File: src/rtl/rlfs_pkg.sv
// Shared types and constants of the result line field splitter.
package rlfs_pkg;

  localparam int COL_W   = 8;
  localparam int OFS_W   = 12;
  localparam int FOUND_W = 9;
  localparam int EXP_W   = 9;
  localparam int HEAD_W  = 32;

  localparam logic [7:0] CHR_TAB    = 8'h09;
  localparam logic [7:0] CHR_COMMA  = 8'h2C;
  localparam logic [7:0] CHR_SPACE  = 8'h20;
  localparam logic [7:0] CHR_QUOTE  = 8'h22;
  localparam logic [7:0] CHR_BSLASH = 8'h5C;

  localparam logic [HEAD_W-1:0] NULL_WORD = 32'h4E55_4C4C;

  localparam logic KIND_FIELD = 1'b0;
  localparam logic KIND_END   = 1'b1;

  localparam logic [1:0] ADDR_EXPECTED_COLUMNS = 2'd0;
  localparam logic [EXP_W-1:0] EXPECTED_COLUMNS_RESET = 9'd1;

  // Depth of both queues; must be a power of two.
  localparam int QUEUE_DEPTH = 4;

  // One classified byte handed from the front part to the back part.
  typedef struct packed {
    logic       proc;      // held byte goes through the splitter
    logic       last;      // the line ends with this item
    logic       ovl;       // line ran past the maximum length
    logic [7:0] data;
    logic       is_space;  // tab, comma or space
    logic       is_comma;
    logic       is_quote;
    logic       is_bslash;
  } op_t;

  typedef struct packed {
    logic               record_kind;
    logic [COL_W-1:0]   column_index;
    logic [OFS_W-1:0]   token_start;
    logic [OFS_W-1:0]   token_length;
    logic               is_missing;
    logic               was_quoted;
    logic               column_overflow;
    logic [FOUND_W-1:0] columns_found;
    logic               line_short;
    logic               line_too_long;
  } rec_t;

endpackage

File: src/rtl/rlfs_fifo.sv
// Small register queue used between the parts of the field splitter.
module rlfs_fifo #(
  parameter int WIDTH = 8,
  parameter int DEPTH = 4
) (
  input  logic             clk,
  input  logic             rst_n,
  input  logic             push,
  input  logic [WIDTH-1:0] wdata,
  output logic             full,
  input  logic             pop,
  output logic [WIDTH-1:0] rdata,
  output logic             empty
);
  localparam int AW = (DEPTH > 1) ? $clog2(DEPTH) : 1;

  logic [WIDTH-1:0] mem [DEPTH];
  logic [AW-1:0]    wr_ptr_r, wr_ptr_nxt;
  logic [AW-1:0]    rd_ptr_r, rd_ptr_nxt;
  logic [AW:0]      count_r, count_nxt;
  logic             do_push, do_pop;

  assign full    = (count_r == (AW+1)'(DEPTH));
  assign empty   = (count_r == '0);
  assign do_push = push & ~full;
  assign do_pop  = pop & ~empty;
  assign rdata   = mem[rd_ptr_r];

  always_comb begin
    wr_ptr_nxt = do_push ? wr_ptr_r + AW'(1) : wr_ptr_r;
    rd_ptr_nxt = do_pop ? rd_ptr_r + AW'(1) : rd_ptr_r;
    count_nxt  = count_r + (AW+1)'(do_push) - (AW+1)'(do_pop);
  end

  always_ff @(posedge clk) begin
    if (do_push) begin
      mem[wr_ptr_r] <= wdata;
    end
  end

  always_ff @(posedge clk) begin
    if (!rst_n) begin
      wr_ptr_r <= '0;
      rd_ptr_r <= '0;
      count_r  <= '0;
    end else begin
      wr_ptr_r <= wr_ptr_nxt;
      rd_ptr_r <= rd_ptr_nxt;
      count_r  <= count_nxt;
    end
  end

endmodule

File: src/rtl/rlfs_front.sv
// Front part: takes bytes, holds one back, tracks line length and classifies.
module rlfs_front #(
  parameter int LINE_MAX = 4096
) (
  input  logic          clk,
  input  logic          rst_n,
  input  logic          push,
  input  logic [7:0]    line_byte,
  input  logic          line_end,
  output logic          full,
  output logic          op_push,
  output rlfs_pkg::op_t op_data,
  input  logic          op_full
);
  import rlfs_pkg::*;

  localparam int POS_W = $clog2(LINE_MAX + 1);

  logic [POS_W-1:0] pos_r, pos_nxt;
  logic [7:0]       held_byte_r, held_byte_nxt;
  logic             held_valid_r, held_valid_nxt;
  logic             overlong_r, overlong_nxt;
  logic             accept, ovl_now, proc;

  assign full    = op_full;
  assign accept  = push & ~op_full;
  assign ovl_now = overlong_r | (pos_r >= POS_W'(LINE_MAX));
  // The first two bytes of a line are never split.
  assign proc    = ~ovl_now & held_valid_r & (pos_r >= POS_W'(3));

  always_comb begin
    op_data.proc      = proc;
    op_data.last      = line_end;
    op_data.ovl       = ovl_now;
    op_data.data      = held_byte_r;
    op_data.is_comma  = (held_byte_r == CHR_COMMA);
    op_data.is_space  = (held_byte_r == CHR_TAB) || (held_byte_r == CHR_COMMA) ||
                        (held_byte_r == CHR_SPACE);
    op_data.is_quote  = (held_byte_r == CHR_QUOTE);
    op_data.is_bslash = (held_byte_r == CHR_BSLASH);
    op_push           = accept & (proc | line_end);
  end

  always_comb begin
    pos_nxt        = pos_r;
    held_byte_nxt  = held_byte_r;
    held_valid_nxt = held_valid_r;
    overlong_nxt   = overlong_r;
    if (accept) begin
      if (line_end) begin
        pos_nxt        = '0;
        held_byte_nxt  = '0;
        held_valid_nxt = 1'b0;
        overlong_nxt   = 1'b0;
      end else begin
        overlong_nxt = ovl_now;
        if (!ovl_now) begin
          held_byte_nxt  = line_byte;
          held_valid_nxt = 1'b1;
          pos_nxt        = pos_r + POS_W'(1);
        end
      end
    end
  end

  always_ff @(posedge clk) begin
    if (!rst_n) begin
      pos_r        <= '0;
      held_byte_r  <= '0;
      held_valid_r <= 1'b0;
      overlong_r   <= 1'b0;
    end else begin
      pos_r        <= pos_nxt;
      held_byte_r  <= held_byte_nxt;
      held_valid_r <= held_valid_nxt;
      overlong_r   <= overlong_nxt;
    end
  end

`ifndef SYNTHESIS
  a_pos_bounded: assert property (@(posedge clk) disable iff (!rst_n)
    pos_r <= POS_W'(LINE_MAX))
    else $error("line position ran past the maximum line length");
`endif

endmodule

File: src/rtl/rlfs_back.sv
// Back part: the gap/token/quoted/escaped splitter that builds the records.
module rlfs_back #(
  parameter int LINE_MAX    = 4096,
  parameter int MAX_COLUMNS = 256
) (
  input  logic                        clk,
  input  logic                        rst_n,
  input  logic [rlfs_pkg::EXP_W-1:0]  expected_columns,
  input  logic                        op_valid,
  input  rlfs_pkg::op_t               op_data,
  output logic                        op_pop,
  input  logic                        out_full,
  output logic                        out_push,
  output rlfs_pkg::rec_t              out_rec
);
  import rlfs_pkg::*;

  localparam int POS_W = $clog2(LINE_MAX + 1);
  localparam int CNT_W = $clog2(MAX_COLUMNS + 1);

  localparam logic [1:0] ST_GAP     = 2'd0;
  localparam logic [1:0] ST_TOKEN   = 2'd1;
  localparam logic [1:0] ST_QUOTED  = 2'd2;
  localparam logic [1:0] ST_ESCAPED = 2'd3;

  logic [1:0]        state_r, state_nxt;
  logic [POS_W-1:0]  pos_r, pos_nxt;
  logic [POS_W-1:0]  start_r, start_nxt;
  logic              cq_r, cq_nxt;
  logic              fq_r, fq_nxt;
  logic [CNT_W-1:0]  count_r, count_nxt;
  logic [HEAD_W-1:0] head_r, head_nxt;
  logic              pend_valid_r, pend_valid_nxt;
  rec_t              pend_rec_r, pend_rec_nxt;

  logic [POS_W-1:0]  diff, len;
  logic [HEAD_W-1:0] head_step;
  rec_t              rec0, rec1;
  logic              rec0_v, rec1_v;

  assign op_pop    = op_valid & ~pend_valid_r & ~out_full;
  assign diff      = pos_r - start_r;
  assign head_step = (diff < POS_W'(4)) ? {head_r[HEAD_W-9:0], op_data.data} : head_r;
  assign len       = diff - POS_W'(cq_r);

  always_comb begin
    state_nxt = state_r;
    pos_nxt   = pos_r;
    start_nxt = start_r;
    cq_nxt    = cq_r;
    fq_nxt    = fq_r;
    count_nxt = count_r;
    head_nxt  = head_r;
    rec0      = '0;
    rec1      = '0;
    rec0_v    = 1'b0;
    rec1_v    = 1'b0;

    if (op_pop && op_data.proc) begin
      pos_nxt = pos_r + POS_W'(1);
      case (state_r)
        ST_GAP: begin
          if (!op_data.is_space) begin
            if (op_data.is_quote) begin
              state_nxt = ST_QUOTED;
              start_nxt = pos_r + POS_W'(1);
              fq_nxt    = 1'b1;
              head_nxt  = '0;
            end else begin
              state_nxt = ST_TOKEN;
              start_nxt = pos_r;
              fq_nxt    = 1'b0;
              head_nxt  = {{(HEAD_W-8){1'b0}}, op_data.data};
            end
          end
        end
        ST_TOKEN: begin
          head_nxt = head_step;
          // The second to last byte of the line closes the field like a comma.
          if (op_data.is_comma || op_data.last) begin
            rec0_v               = 1'b1;
            rec0.record_kind     = KIND_FIELD;
            rec0.column_index    = (32'(count_r) > 32'(255)) ? 8'hFF : COL_W'(count_r);
            rec0.token_start     = OFS_W'(start_r);
            rec0.token_length    = OFS_W'(len);
            rec0.is_missing      = (len == '0) ||
                                   ((len == POS_W'(4)) && (head_step == NULL_WORD));
            rec0.was_quoted      = fq_r;
            rec0.column_overflow = (32'(count_r) >= 32'(expected_columns)) ||
                                   (32'(count_r) >= 32'(MAX_COLUMNS));
            if (32'(count_r) < 32'(MAX_COLUMNS)) begin
              count_nxt = count_r + CNT_W'(1);
            end
            cq_nxt    = 1'b0;
            fq_nxt    = 1'b0;
            state_nxt = ST_GAP;
          end
        end
        ST_QUOTED: begin
          head_nxt = head_step;
          if (op_data.is_quote) begin
            state_nxt = ST_TOKEN;
            cq_nxt    = 1'b1;
          end else if (op_data.is_bslash) begin
            state_nxt = ST_ESCAPED;
          end
        end
        default: begin
          head_nxt  = head_step;
          state_nxt = ST_QUOTED;
        end
      endcase
    end

    if (op_pop && op_data.last) begin
      rec1_v             = 1'b1;
      rec1.record_kind   = KIND_END;
      rec1.columns_found = FOUND_W'(count_nxt);
      rec1.line_short    = (32'(count_nxt) < 32'(expected_columns));
      rec1.line_too_long = op_data.ovl;
      state_nxt = ST_GAP;
      pos_nxt   = POS_W'(2);
      start_nxt = POS_W'(2);
      cq_nxt    = 1'b0;
      fq_nxt    = 1'b0;
      count_nxt = '0;
      head_nxt  = '0;
    end
  end

  // A line end that also closes a field parks its end record until the result queue has room.
  always_comb begin
    pend_valid_nxt = pend_valid_r;
    pend_rec_nxt   = pend_rec_r;
    if (pend_valid_r) begin
      out_push       = ~out_full;
      out_rec        = pend_rec_r;
      pend_valid_nxt = out_full;
    end else begin
      out_push = op_pop & (rec0_v | rec1_v);
      out_rec  = rec0_v ? rec0 : rec1;
      if (op_pop && rec0_v && rec1_v) begin
        pend_valid_nxt = 1'b1;
        pend_rec_nxt   = rec1;
      end
    end
  end

  always_ff @(posedge clk) begin
    pend_rec_r <= pend_rec_nxt;
  end

  always_ff @(posedge clk) begin
    if (!rst_n) begin
      state_r      <= ST_GAP;
      pos_r        <= POS_W'(2);
      start_r      <= POS_W'(2);
      cq_r         <= 1'b0;
      fq_r         <= 1'b0;
      count_r      <= '0;
      head_r       <= '0;
      pend_valid_r <= 1'b0;
    end else begin
      state_r      <= state_nxt;
      pos_r        <= pos_nxt;
      start_r      <= start_nxt;
      cq_r         <= cq_nxt;
      fq_r         <= fq_nxt;
      count_r      <= count_nxt;
      head_r       <= head_nxt;
      pend_valid_r <= pend_valid_nxt;
    end
  end

`ifndef SYNTHESIS
  a_pend_after_field: assert property (@(posedge clk) disable iff (!rst_n)
    $rose(pend_valid_r) |-> $past(out_push) && !$past(out_rec.record_kind))
    else $error("end record parked without a field record going out first");

  a_count_saturates: assert property (@(posedge clk) disable iff (!rst_n)
    32'(count_r) <= 32'(MAX_COLUMNS))
    else $error("column count ran past its saturation limit");

  a_line_restart: assert property (@(posedge clk) disable iff (!rst_n)
    (op_pop && op_data.last) |=>
      (state_r == ST_GAP) && (count_r == '0) && (pos_r == POS_W'(2)))
    else $error("splitter did not return to line start after a line end");
`endif

endmodule

File: src/rtl/result_line_field_splitter_top.sv
// Top level of the result line field splitter: queues, front, back and register.
// A byte's field record is built once the next byte is accepted, then goes through the
// operand queue, back part and result queue; the end record trails any field it closes.
// Throughput: one byte per cycle unless a queue is full; a line end closing a field holds
// the back part while its end record waits; the result queue takes one record per cycle.
// Reset (rst_n low, synchronous) empties both queues, clears line state and sets
// expected_columns to 1.
module result_line_field_splitter_top #(
  parameter int LINE_MAX    = 4096,
  parameter int MAX_COLUMNS = 256
) (
  input  logic        clk,
  input  logic        rst_n,
  input  logic        push,
  output logic        full,
  input  logic [7:0]  in_line_byte,
  input  logic        in_line_end,
  output logic        empty,
  input  logic        pop,
  output logic        out_record_kind,
  output logic [7:0]  out_column_index,
  output logic [11:0] out_token_start,
  output logic [11:0] out_token_length,
  output logic        out_is_missing,
  output logic        out_was_quoted,
  output logic        out_column_overflow,
  output logic [8:0]  out_columns_found,
  output logic        out_line_short,
  output logic        out_line_too_long,
  input  logic        psel,
  input  logic        penable,
  input  logic        pwrite,
  input  logic [1:0]  paddr,
  input  logic [31:0] pwdata,
  output logic [31:0] prdata,
  output logic        pready
);
  import rlfs_pkg::*;

  logic [EXP_W-1:0] exp_cols_r, exp_cols_nxt;
  logic             op_push, op_full, op_empty, op_pop;
  op_t              op_wdata, op_rdata;
  logic             rec_push, rec_full;
  rec_t             rec_wdata, rec_rdata;

  assign pready = 1'b1;
  assign prdata = (paddr == ADDR_EXPECTED_COLUMNS) ? {{(32-EXP_W){1'b0}}, exp_cols_r} : '0;

  always_comb begin
    exp_cols_nxt = exp_cols_r;
    if (psel && penable && pwrite && pready && (paddr == ADDR_EXPECTED_COLUMNS)) begin
      exp_cols_nxt = pwdata[EXP_W-1:0];
    end
  end

  always_ff @(posedge clk) begin
    if (!rst_n) begin
      exp_cols_r <= EXPECTED_COLUMNS_RESET;
    end else begin
      exp_cols_r <= exp_cols_nxt;
    end
  end

  rlfs_front #(.LINE_MAX(LINE_MAX)) u_front (
    .clk       (clk),
    .rst_n     (rst_n),
    .push      (push),
    .line_byte (in_line_byte),
    .line_end  (in_line_end),
    .full      (full),
    .op_push   (op_push),
    .op_data   (op_wdata),
    .op_full   (op_full)
  );

  rlfs_fifo #(.WIDTH($bits(op_t)), .DEPTH(QUEUE_DEPTH)) u_op_queue (
    .clk   (clk),
    .rst_n (rst_n),
    .push  (op_push),
    .wdata (op_wdata),
    .full  (op_full),
    .pop   (op_pop),
    .rdata (op_rdata),
    .empty (op_empty)
  );

  rlfs_back #(.LINE_MAX(LINE_MAX), .MAX_COLUMNS(MAX_COLUMNS)) u_back (
    .clk              (clk),
    .rst_n            (rst_n),
    .expected_columns (exp_cols_r),
    .op_valid         (~op_empty),
    .op_data          (op_rdata),
    .op_pop           (op_pop),
    .out_full         (rec_full),
    .out_push         (rec_push),
    .out_rec          (rec_wdata)
  );

  rlfs_fifo #(.WIDTH($bits(rec_t)), .DEPTH(QUEUE_DEPTH)) u_rec_queue (
    .clk   (clk),
    .rst_n (rst_n),
    .push  (rec_push),
    .wdata (rec_wdata),
    .full  (rec_full),
    .pop   (pop),
    .rdata (rec_rdata),
    .empty (empty)
  );

  assign out_record_kind     = rec_rdata.record_kind;
  assign out_column_index    = rec_rdata.column_index;
  assign out_token_start     = rec_rdata.token_start;
  assign out_token_length    = rec_rdata.token_length;
  assign out_is_missing      = rec_rdata.is_missing;
  assign out_was_quoted      = rec_rdata.was_quoted;
  assign out_column_overflow = rec_rdata.column_overflow;
  assign out_columns_found   = rec_rdata.columns_found;
  assign out_line_short      = rec_rdata.line_short;
  assign out_line_too_long   = rec_rdata.line_too_long;

endmodule

File: config.mk
export PLATFORM = sky130hd
export DESIGN_NAME = result_line_field_splitter_top
export DESIGN_NICKNAME = d
export VERILOG_FILES = /design/src/rtl/rlfs_pkg.sv /design/src/rtl/rlfs_fifo.sv /design/src/rtl/rlfs_front.sv /design/src/rtl/rlfs_back.sv /design/src/rtl/result_line_field_splitter_top.sv
export SDC_FILE = /design/constraint.sdc
export NUM_CORES = 1
export LEC_CHECK = 0
export BUFFER_PORTS_ARGS = -buffer_cell sky130_fd_sc_hd__buf_2
export CORE_ASPECT_RATIO = 0.9
export CORE_MARGIN = 1
export CORE_UTILIZATION = 35
export DETAILED_ROUTE_END_ITERATION = 8
export PLACE_DENSITY = 0.54
export SLEW_MARGIN = 20
export SYNTH_ARGS = -nofsm -noshare
export SYNTH_HDL_FRONTEND = slang
export SYNTH_HIERARCHICAL = 1
export SYNTH_SLANG_ARGS = --single-unit
File: constraint.sdc
create_clock -name clk -period 7.4 [get_ports clk]
set_input_delay 1.85 -clock clk [delete_from_list [all_inputs] [get_ports clk]]
set_output_delay 1.85 -clock clk [all_outputs]
set_load 0.005 [all_outputs]
==> results of run 1 <==
## registers in the layout, summed over array words and instances, names as in the netlist, 3 cells and up, named ones only
name                 count
u_front/held_byte_r      8
u_back/start_r          13
u_op_queue/mem          60
u_op_queue/count_r       3
u_back/pend_rec_r       12
u_rec_queue/mem        188
u_rec_queue/count_r      3
u_back/head_r           32
u_front/pos_r           13
u_back/pos_r            13
u_back/count_r           9
exp_cols_r               9
## path summary, 6_finish.rpt
| path | slack [ns] | endpoint | start | cells after the start |
|---|---|---|---|---|
| min | 0.47 | u_front/held_valid_r$_SDFFE_PN0P_ | u_front/held_valid_r$_SDFFE_PN0P_ | 2 |
| max | 3.12 | prdata[7] | paddr[1] | 4 |
| max reg2reg | 3.18 | u_rec_queue/mem[1][1]$_DFFE_PP_ | flip-flop | 15 |
| min reg2reg | 0.47 | u_front/held_valid_r$_SDFFE_PN0P_ | u_front/held_valid_r$_SDFFE_PN0P_ | 2 |
## cells by family (layout without fill, tap and decap cells)
logic type                 count (synthesis)  count (layout)
and+or+nand+nor                          349             349
xor gates and xnor gates                  58              58
adders and majority gates                 49              49
buffers and inverters                    142             231
other                                      2              25
DFF                                      382             382
muxes                                     82              82
AOI/OAI and AO/OA                        174             174
## synthesized netlist by cell type, drive strengths merged, types with 3 or more instances
cell | n | area (um2)
clkbuf | 25 | 93.84
fa | 3 | 60.06
mux2i | 20 | 200.2
nor3 | 18 | 111.4
xnor2 | 28 | 245.2
a22o | 54 | 481.7
xor2 | 30 | 262.8
o31ai | 5 | 37.54
ha | 46 | 575.6
a211oi | 19 | 165.2
nor3b | 5 | 52.55
a21boi | 5 | 41.29
mux4 | 62 | 1415
buf | 60 | 473.0
nand2b | 7 | 43.79
a21o | 9 | 75.07
nor4b | 3 | 26.28
and3 | 20 | 131.4
edfxtp | 260 | 7807
or4 | 3 | 22.52
or3 | 6 | 37.54
nand4bb | 4 | 61.31
and2 | 32 | 202.7
inv | 57 | 214.0
a21oi | 32 | 160.2
nor4bb | 6 | 60.06
o21a | 3 | 22.52
nor2 | 110 | 420.4
o21ai | 25 | 132.6
nand4 | 15 | 93.84
nor2b | 10 | 62.56
nand2 | 73 | 274.0
nor4 | 8 | 65.06
o211ai | 7 | 52.55
nand3 | 20 | 112.6
dfxtp | 122 | 2442
## placed cells by master, fill, tap and decap left out, drive strengths merged, types with 9 or more instances in the layout
master,count
mux2i,20
nor3,18
edfxtp,260
a21o,9
conb,24
clkinv,17
mux4,62
nand3,20
dfxtp,122
a211oi,19
clkbuf,52
o21ai,25
a22o,54
xor2,30
xnor2,28
nand2,73
nand4,15
inv,61
and3,20
and2,32
nor2,110
buf,96
a21oi,32
ha,46
nor2b,10
## power by group through the flow
stage / combinational [uW] / sequential [uW] / clock, uW
after floorplan: 1520 / 2630 / 0
after global placement: 1900 / 2710 / 0
after detailed placement: 1910 / 2720 / 0
after CTS: 1920 / 2670 / 2190
after global routing: 2130 / 2660 / 2270
final: 1920 / 2640 / 2130
## worst min-delay path, stage by stage (launching register included)
cell     delay [ns]
dfxtp_1        0.32
a21oi_1        0.04
nor2_1         0.07
## through the flow
step                setup WS [ns]  hold slack, ns  total power (uW)
finish                      3.115          0.4698              6688
global route                2.746          0.4918              7063
CTS                         2.961          0.4708              6777
detailed placement          2.804          0.4570              4625
global placement            2.800          0.4429              4607
floorplan                   3.413          0.4286              4149
## metal layers
| layer | up-vias | track usage |
|---|---|---|
| met3 | 46 | 0.02335 |
| met5 | - | 0 |
| met2 | 146 | 0.2334 |
| met4 | 0 | 0.04142 |
| met1 | 4866 | 0.1955 |
| li1 | 4757 | - |
## area by class of cell
type	instances	area [um2]	area share
Clock buffer	52	1130	0.05883
Multi-Input combinational cell	736	6010	0.3129
Timing Repair Buffer	96	530.5	0.02763
Tap cell	624	780.7	0.04066
Inverter	57	214.0	0.01114
Antenna cell	1	2.502	0.0001303
Clock inverter	26	281.5	0.01466
Sequential cell	382	10250	0.5340
==> results list, run 1 <==
- Total Neg Setup Slack: 0 ns
* Commonest register cell after synthesis: edfxtp_1
* Tot GR Track Use: 0.1431
- Placed standard-cell area: 17,760 um2
- Number of hold-slack violations in the final timing report: 0
- The routed design has 34,820 um of wire.
- Counting flops with a built-in enable in the synthesized netlist gives 260.
* DRC errors left: 8
- Clock-pin slew on the worst setup and hold paths: 0.06 ns
- DRT met1 WL: 16,400 um
- In the detailed route, the total length drawn on met3 is 1257 um.
- At the later pin of the worst-skew pair, clock insertion delay measures 0.57 ns.
* Highest-delay cell along the critical path: nor2_4
- Fin crit share: 0.5790
* Internal power of the cells: 4615 uW
- Detailed placement finished with a half-perimeter wire length of 22,640 um.
- Core Area: 47,830 um2
* Slew margin rel.: 0.3453
* Cell at the root of the clock tree: clkbuf_16
* Share of post-route cells with drive strength above 1: 0.1831
- Timing would allow up to 233.4 MHz.
* Worst-path maximum fanout: 10
* YS warnings: 6
* Post-route core utilization: 0.4015
* Via Count: 9,815
* Final instance area: 19,200 um2
- Combined buffer and inverter count along the critical path: 2
* TritonCTS clock tree: built
- The worst setup path is of the primary input to output pin kind.
- Clock skew on the completed layout was measured at 0.02759 ns.
- Via-per-instance ratio: 4.972
- Critical path capture point type: output pin
* Sw Ratio: 0.3100
- The clock drives 382 sinks.
* Starting density of the core: 0.3544
* Cell breakdown of the critical path: buf_2, nor2_4, and2_1, buf_2
- Average wire per cell in the routed design: 17.64 um
- Largest voltage drop on the vdd net: 156.4 uV
* Routed wl met2: 16,480 um
- Counting flops and latches in the post-synthesis netlist gives 382.
* Fillers: 4,467
* Sequential cell area fraction in the yosys report: 0.6046
- Worst path max stage delay: 0.20 ns
- Mux share of post-synthesis cell area: 0.09528
* Drt first-iter violations: 505
* Netlist Area Pre-Place: 16,950 um2
* Number of global-route vias before repair: 9,659
- Relative to the synthesized area, the layout overhead comes to 13.28%.
- Post-synthesis adder-cell area fraction: 0.03749
- Tightest Pin Transition: 0.9785 ns
* Placed Instances: 1,894
- Setup violations remaining at the end of the flow were counted as 0.
* Max H-tree Level: 2
- Max-cap violations: 0
* Area share of and/or/nand/nor cells after synthesis: 0.1097
- Number of gates resized after cts: 0
* Crit-path leading delay family: simple AND/OR/NAND/NOR gates
* Leak pwr: 0.006939 uW
- Total count of max-transition violations in the final report: 0
* Post-layout min period: 4.285 ns
- Cell repeated most along the worst path: buf_2
- Of the total power, combinational logic draws 0.287.
* Share of synthesized registers carrying an async set or reset: 0
- XOR/XNOR Fraction of Synth Area: 0.02997
- Net count, final: 1,414
- Setup repair after global routing left no endpoint under its margin.
- Clock share of power: 0.318
* Synthesized instance count: 1,238
- Post-Synthesis Mean Instance Area: 13.69 um2
- TritonCTS created 42 clock buffers.
- The floorplan step defined a die boundary enclosing 49,320 um2.
- The highest layer touched by signal routing is met4.
* Hold-fix buffer count after cts: 0
* Vert. Die Dim: 210.8 um
* Number of distinct library cells after synthesis: 77
- Req. time, crit path: 5.55 ns
- In this run the power density over the cells is 348.3 nW/um2.
- Synthesized-area fraction occupied by ao, oa, aoi and oai cells: 0.07646
* Critical Path Start Type: primary input
- Initial antenna violation count: 0
- Finished Layout Cells: 1,974
- 132 I/O pins were placed.
* Total overflow reported by the global router: 0
- Worst hold-check path type: flip-flop to flip-flop
* Switching pwr: 2073 uW
- Post-CTS timing repair inserted 0 buffers for setup.
- The first global-routing pass estimated 54,600 um of wire.
* Largest net degree at the start of global routing: 48
- Post-route ant nets: 0
- Core Rows: 76
- Result of the run: finished with violations
- Final RePlAce weighted congestion: 0.8083
- Sequential group share of total power: 0.394
- Count of input and output buffers: 84
* Die outline width: 234.0 um
* Detailed-router iteration count before antenna repair: 8
- The clock passes through at most 3 buffers.
* Critical Path AT: 2.43 ns
- The checks that failed: DRC.
- Main combinational cell family by area after synthesis: simple AND/OR/NAND/NOR gates
Note: power is estimated with default switching activity, not from simulation.
==> inputs of run 2 (changes only) <==
--- a/config.mk
+++ b/config.mk
@@ -10,7 +10,7 @@
 export CORE_MARGIN = 1
 export CORE_UTILIZATION = 35
 export DETAILED_ROUTE_END_ITERATION = 8
-export PLACE_DENSITY = 0.54
+export PLACE_DENSITY = 0.56
 export SLEW_MARGIN = 20
 export SYNTH_ARGS = -nofsm -noshare
 export SYNTH_HDL_FRONTEND = slang
==> constraint.sdc (replaced) <==
create_clock -name clk -period 3.9 [get_ports clk]
set_input_delay 0.975 -clock clk [delete_from_list [all_inputs] [get_ports clk]]
set_output_delay 0.975 -clock clk [all_outputs]
set_load 0.005 [all_outputs]
==> results list, run 2 (synthesized netlist as in run 1, its figures left out) <==
- Result of the run: finished with violations (unchanged).
- Failing checks: DRC (unchanged).
- The final weighted congestion of routability-driven global placement is 0.7828 (was 0.8083).
- Worst hold-check path type: flip-flop to flip-flop (unchanged)
- The peak per-stage delay on the critical path was 0.56 ns (was 0.20 ns).
* Layout area overhead: 14.67% (was 13.28%)
- Post-route ant nets: 0 (unchanged)
- The final-report hold violation count was 0 (unchanged).
- Average wire per cell in the routed design: 17.35 um (was 17.64 um)
- Core Rows: 76 (unchanged)
* Kind of critical path: flip-flop to flip-flop (was primary input to output pin)
- Static timing analysis puts the maximum clock frequency at 279.7 MHz.
- TritonCTS clock tree: built (unchanged)
- The finished layout cell area came to 19,440 um2 (was 19,200 um2).
- The maximum clock skew at final layout was 0.02298 ns (was 0.02759 ns).
- Critical Path Start Type: flip-flop (was primary input)
- Slew margin rel.: 0.3040 (was 0.3453)
- The area of the core region was 47,830 um2 (unchanged).
- The area after detailed placement came to 17,970 um2 (was 17,760 um2).
* Fin crit share: 0.9166
- The sum of overflow across all layers after global routing was 0 (unchanged).
- The total number of nets in the final design is 1,443 (was 1,414).
- Tot GR Track Use: 0.1454 (was 0.1431)
* Cell repeated most along the worst path: o21ai_0 (was buf_2)
- The count of maximum capacitance violations is 0 (unchanged).
- The top fanout value on the critical path came to 9 (was 10).
- Cell Pwr Density: 658.4 nW/um2 (was 348.3 nW/um2)
- Number of buffers created by CTS: 43 (was 42)
- The capturing element type of the critical path is a flip-flop (was output pin).
- Number of global-route vias before repair: 10,070 (was 9,659)
- The final-layout fill cell count is 4,415 (was 4,467).
- The clock slew seen by the registers of the worst setup and hold paths came to 0.06 ns (about the same).
- The maximum buffer depth of the clock tree was 3 (unchanged).
* Combined buffer and inverter count along the critical path: 2 (unchanged)
* Via-per-instance ratio: 4.974 (was 4.972)
* Largest net degree at the start of global routing: 48 (unchanged)
* Setup repair after global routing missed its margin: false (unchanged)
- Number of flip-flops in the largest register: 188 (unchanged)
- The register with the highest flop count was u_rec_queue/mem (unchanged).
* Largest voltage drop on the vdd net: 359.3 uV (was 156.4 uV)
- Most frequent cells in the layout: 260 x edfxtp_1, 119 x dfxtp_1, 108 x nor2_1 (was 260 x edfxtp_1, 120 x dfxtp_1, 109 x nor2_1)
- Cell breakdown of the critical path: mux4_2, or2_2, nand4_1, buf_4, nor4_1, xnor2_1, inv_1, ha_1, o21ai_0, nor2_1, o21ai_0, a31oi_1, o21ai_1, a32o_2 (was buf_2, nor2_4, and2_1, buf_2)
* Count of input and output buffers: 84 (unchanged)
- Registers with the highest flip-flop counts: u_rec_queue/mem x188, u_op_queue/mem x60, u_back/head_r x32 (unchanged)
- Total Neg Setup Slack: 0 ns (unchanged)
- Worst setup slack for register-to-register paths: 0.33 ns (was 3.18 ns)
- Vert. Die Dim: 210.8 um (unchanged)
- The total setup violations reported at the end of the flow was 0 (unchanged).
* Worst-Skew Late Latency: 0.58 ns (was 0.57 ns)
* Max H-tree Level: 2 (unchanged)
* Internal power of the cells: 8849 uW (was 4615 uW)
- Req. time, crit path: 4.22 ns (was 5.55 ns)
- The post-detailed-routing wire length was 34,730 um (was 34,820 um).
* Crit-path leading delay family: compound AO/OA/AOI/OAI gates (was simple AND/OR/NAND/NOR gates)
* Combinational group share of total power: 0.293 (was 0.287)
- Critical Path AT: 3.90 ns (was 2.43 ns)
* Switching pwr: 3949 uW (was 2073 uW)
* Clock share of power: 0.316 (was 0.318)
* Detailed-router iteration count before antenna repair: 9 (was 8)
- The antenna diode count is 0 (was 1).
* Total count of max-transition violations in the final report: 0 (unchanged)
* Cell at the root of the clock tree: clkbuf_16 (unchanged)
* Highest-delay cell along the critical path: mux4_2 (was nor2_4)
* Starting density of the core: 0.3544 (unchanged)
* Initial antenna violation count: 0 (unchanged)
- The first-pass GRT wire length came to 55,920 um (was 54,600 um).
* Via Count: 9,957 (was 9,815)
- The layout cell share with drive strength beyond 1 is 0.2025 (was 0.1831).
- TritonCTS Sinks: 382 (unchanged)
- The proportion of total power due to net switching is 0.3086 (was 0.3100).
- The area of the die is 49,320 um2 (unchanged).
- Post-layout min period: 3.575 ns
- Placed wire-length estimate after detailed placement: 22,890 um (was 22,640 um)
- The commonest non-fill, non-tap cell in the layout is edfxtp_1 (unchanged).
- Leak pwr: 0.007085 uW (was 0.006939 uW)
- Drt first-iter violations: 573 (was 505)
* DRC errors left: 5 (was 8)
* Die outline width: 234.0 um (unchanged)
- Tightest Pin Transition: 1.034 ns (was 0.9785 ns)
- Io pins: 132 (unchanged)
- The sequential fraction of design power is 0.391 (was 0.394).
[run 2: cell count changes in the layout (fill, tap and decap cells not counted), moves of 2 or more]
cell,previous run,this run
buf_4,11,39
clkbuf_1,7,11
clkinv_2,7,5
xor2_1,30,28
xor2_2,0,2
[run 2: repair_timing]
item                                    4_1_cts  5_1_grt
hold buffers                                  0        0
setup buffers                                 0        3
endpoints found under the setup margin        0       10
resized for setup                             0        6
[run 2: routing by layer]
metal / vias up / share of wire / GRT usage
li1: 4798 / - / -
met2: 167 / 0.45 / 0.2251
met4: 0 / 0.026 / 0.04926
met3: 57 / 0.042 / 0.02943
met1: 4935 / 0.48 / 0.2023
met5: - / 0 / 0
[run 2: metrics by stage]
step | total power, uW | util | instances | worst slack (ns) | hold slack, ns
floorplan | 7872 | - | 1260 | 0.3813 | 0.4286
global placement | 8846 | 0.3757 | 1920 | 0.2074 | 0.4450
detailed placement | 8894 | 0.3757 | 1920 | 0.1519 | 0.4595
CTS | 12980 | 0.4056 | 1999 | 0.1388 | 0.4772
global route | 13560 | 0.4064 | 2002 | 0.01277 | 0.4973
finish | 12800 | 0.4064 | 2002 | 0.3252 | 0.4739
[run 2: power groups by stage]
stage	Sequential [uW]	Combinational, uW	Clock (uW)
floorplan	4990	2880	0
global placement	5070	3770	0
detailed placement	5090	3800	0
CTS	5010	3810	4160
global route	5060	4190	4310
finish	5000	3750	4050
[run 2: layout make-up]
class | instances | area [um2] | share of cell area
Timing Repair Buffer | 124 | 733.2 | 0.03772
Clock inverter | 21 | 246.5 | 0.01268
Sequential cell | 382 | 10260 | 0.5276
Tap cell | 624 | 780.7 | 0.04016
Multi-Input combinational cell | 736 | 6025 | 0.3099
Inverter | 57 | 214.0 | 0.01101
Clock buffer | 58 | 1184 | 0.06089
[run 2: worst register-to-register path, stage by stage, from the launching register on]
cell,delay [ns]
dfxtp_2,0.38
mux4_2,0.56
or2_2,0.36
nand4_1,0.17
buf_4,0.19
nor4_1,0.08
xnor2_1,0.32
inv_1,0.10
ha_1,0.28
o21ai_0,0.09
nor2_1,0.10
o21ai_0,0.08
a31oi_1,0.22
o21ai_1,0.11
a32o_2,0.30
[run 2: path summary, 6_finish.rpt]
path,start,to,cells after the start
hold reg to reg,exp_cols_r[4]$_SDFFE_PN0P_,exp_cols_r[4]$_SDFFE_PN0P_,2
setup reg to reg,flip-flop,u_rec_queue/mem[0][1]$_DFFE_PP_,14
setup / recovery,flip-flop,u_rec_queue/mem[0][1]$_DFFE_PP_,14
hold / removal,exp_cols_r[4]$_SDFFE_PN0P_,exp_cols_r[4]$_SDFFE_PN0P_,2
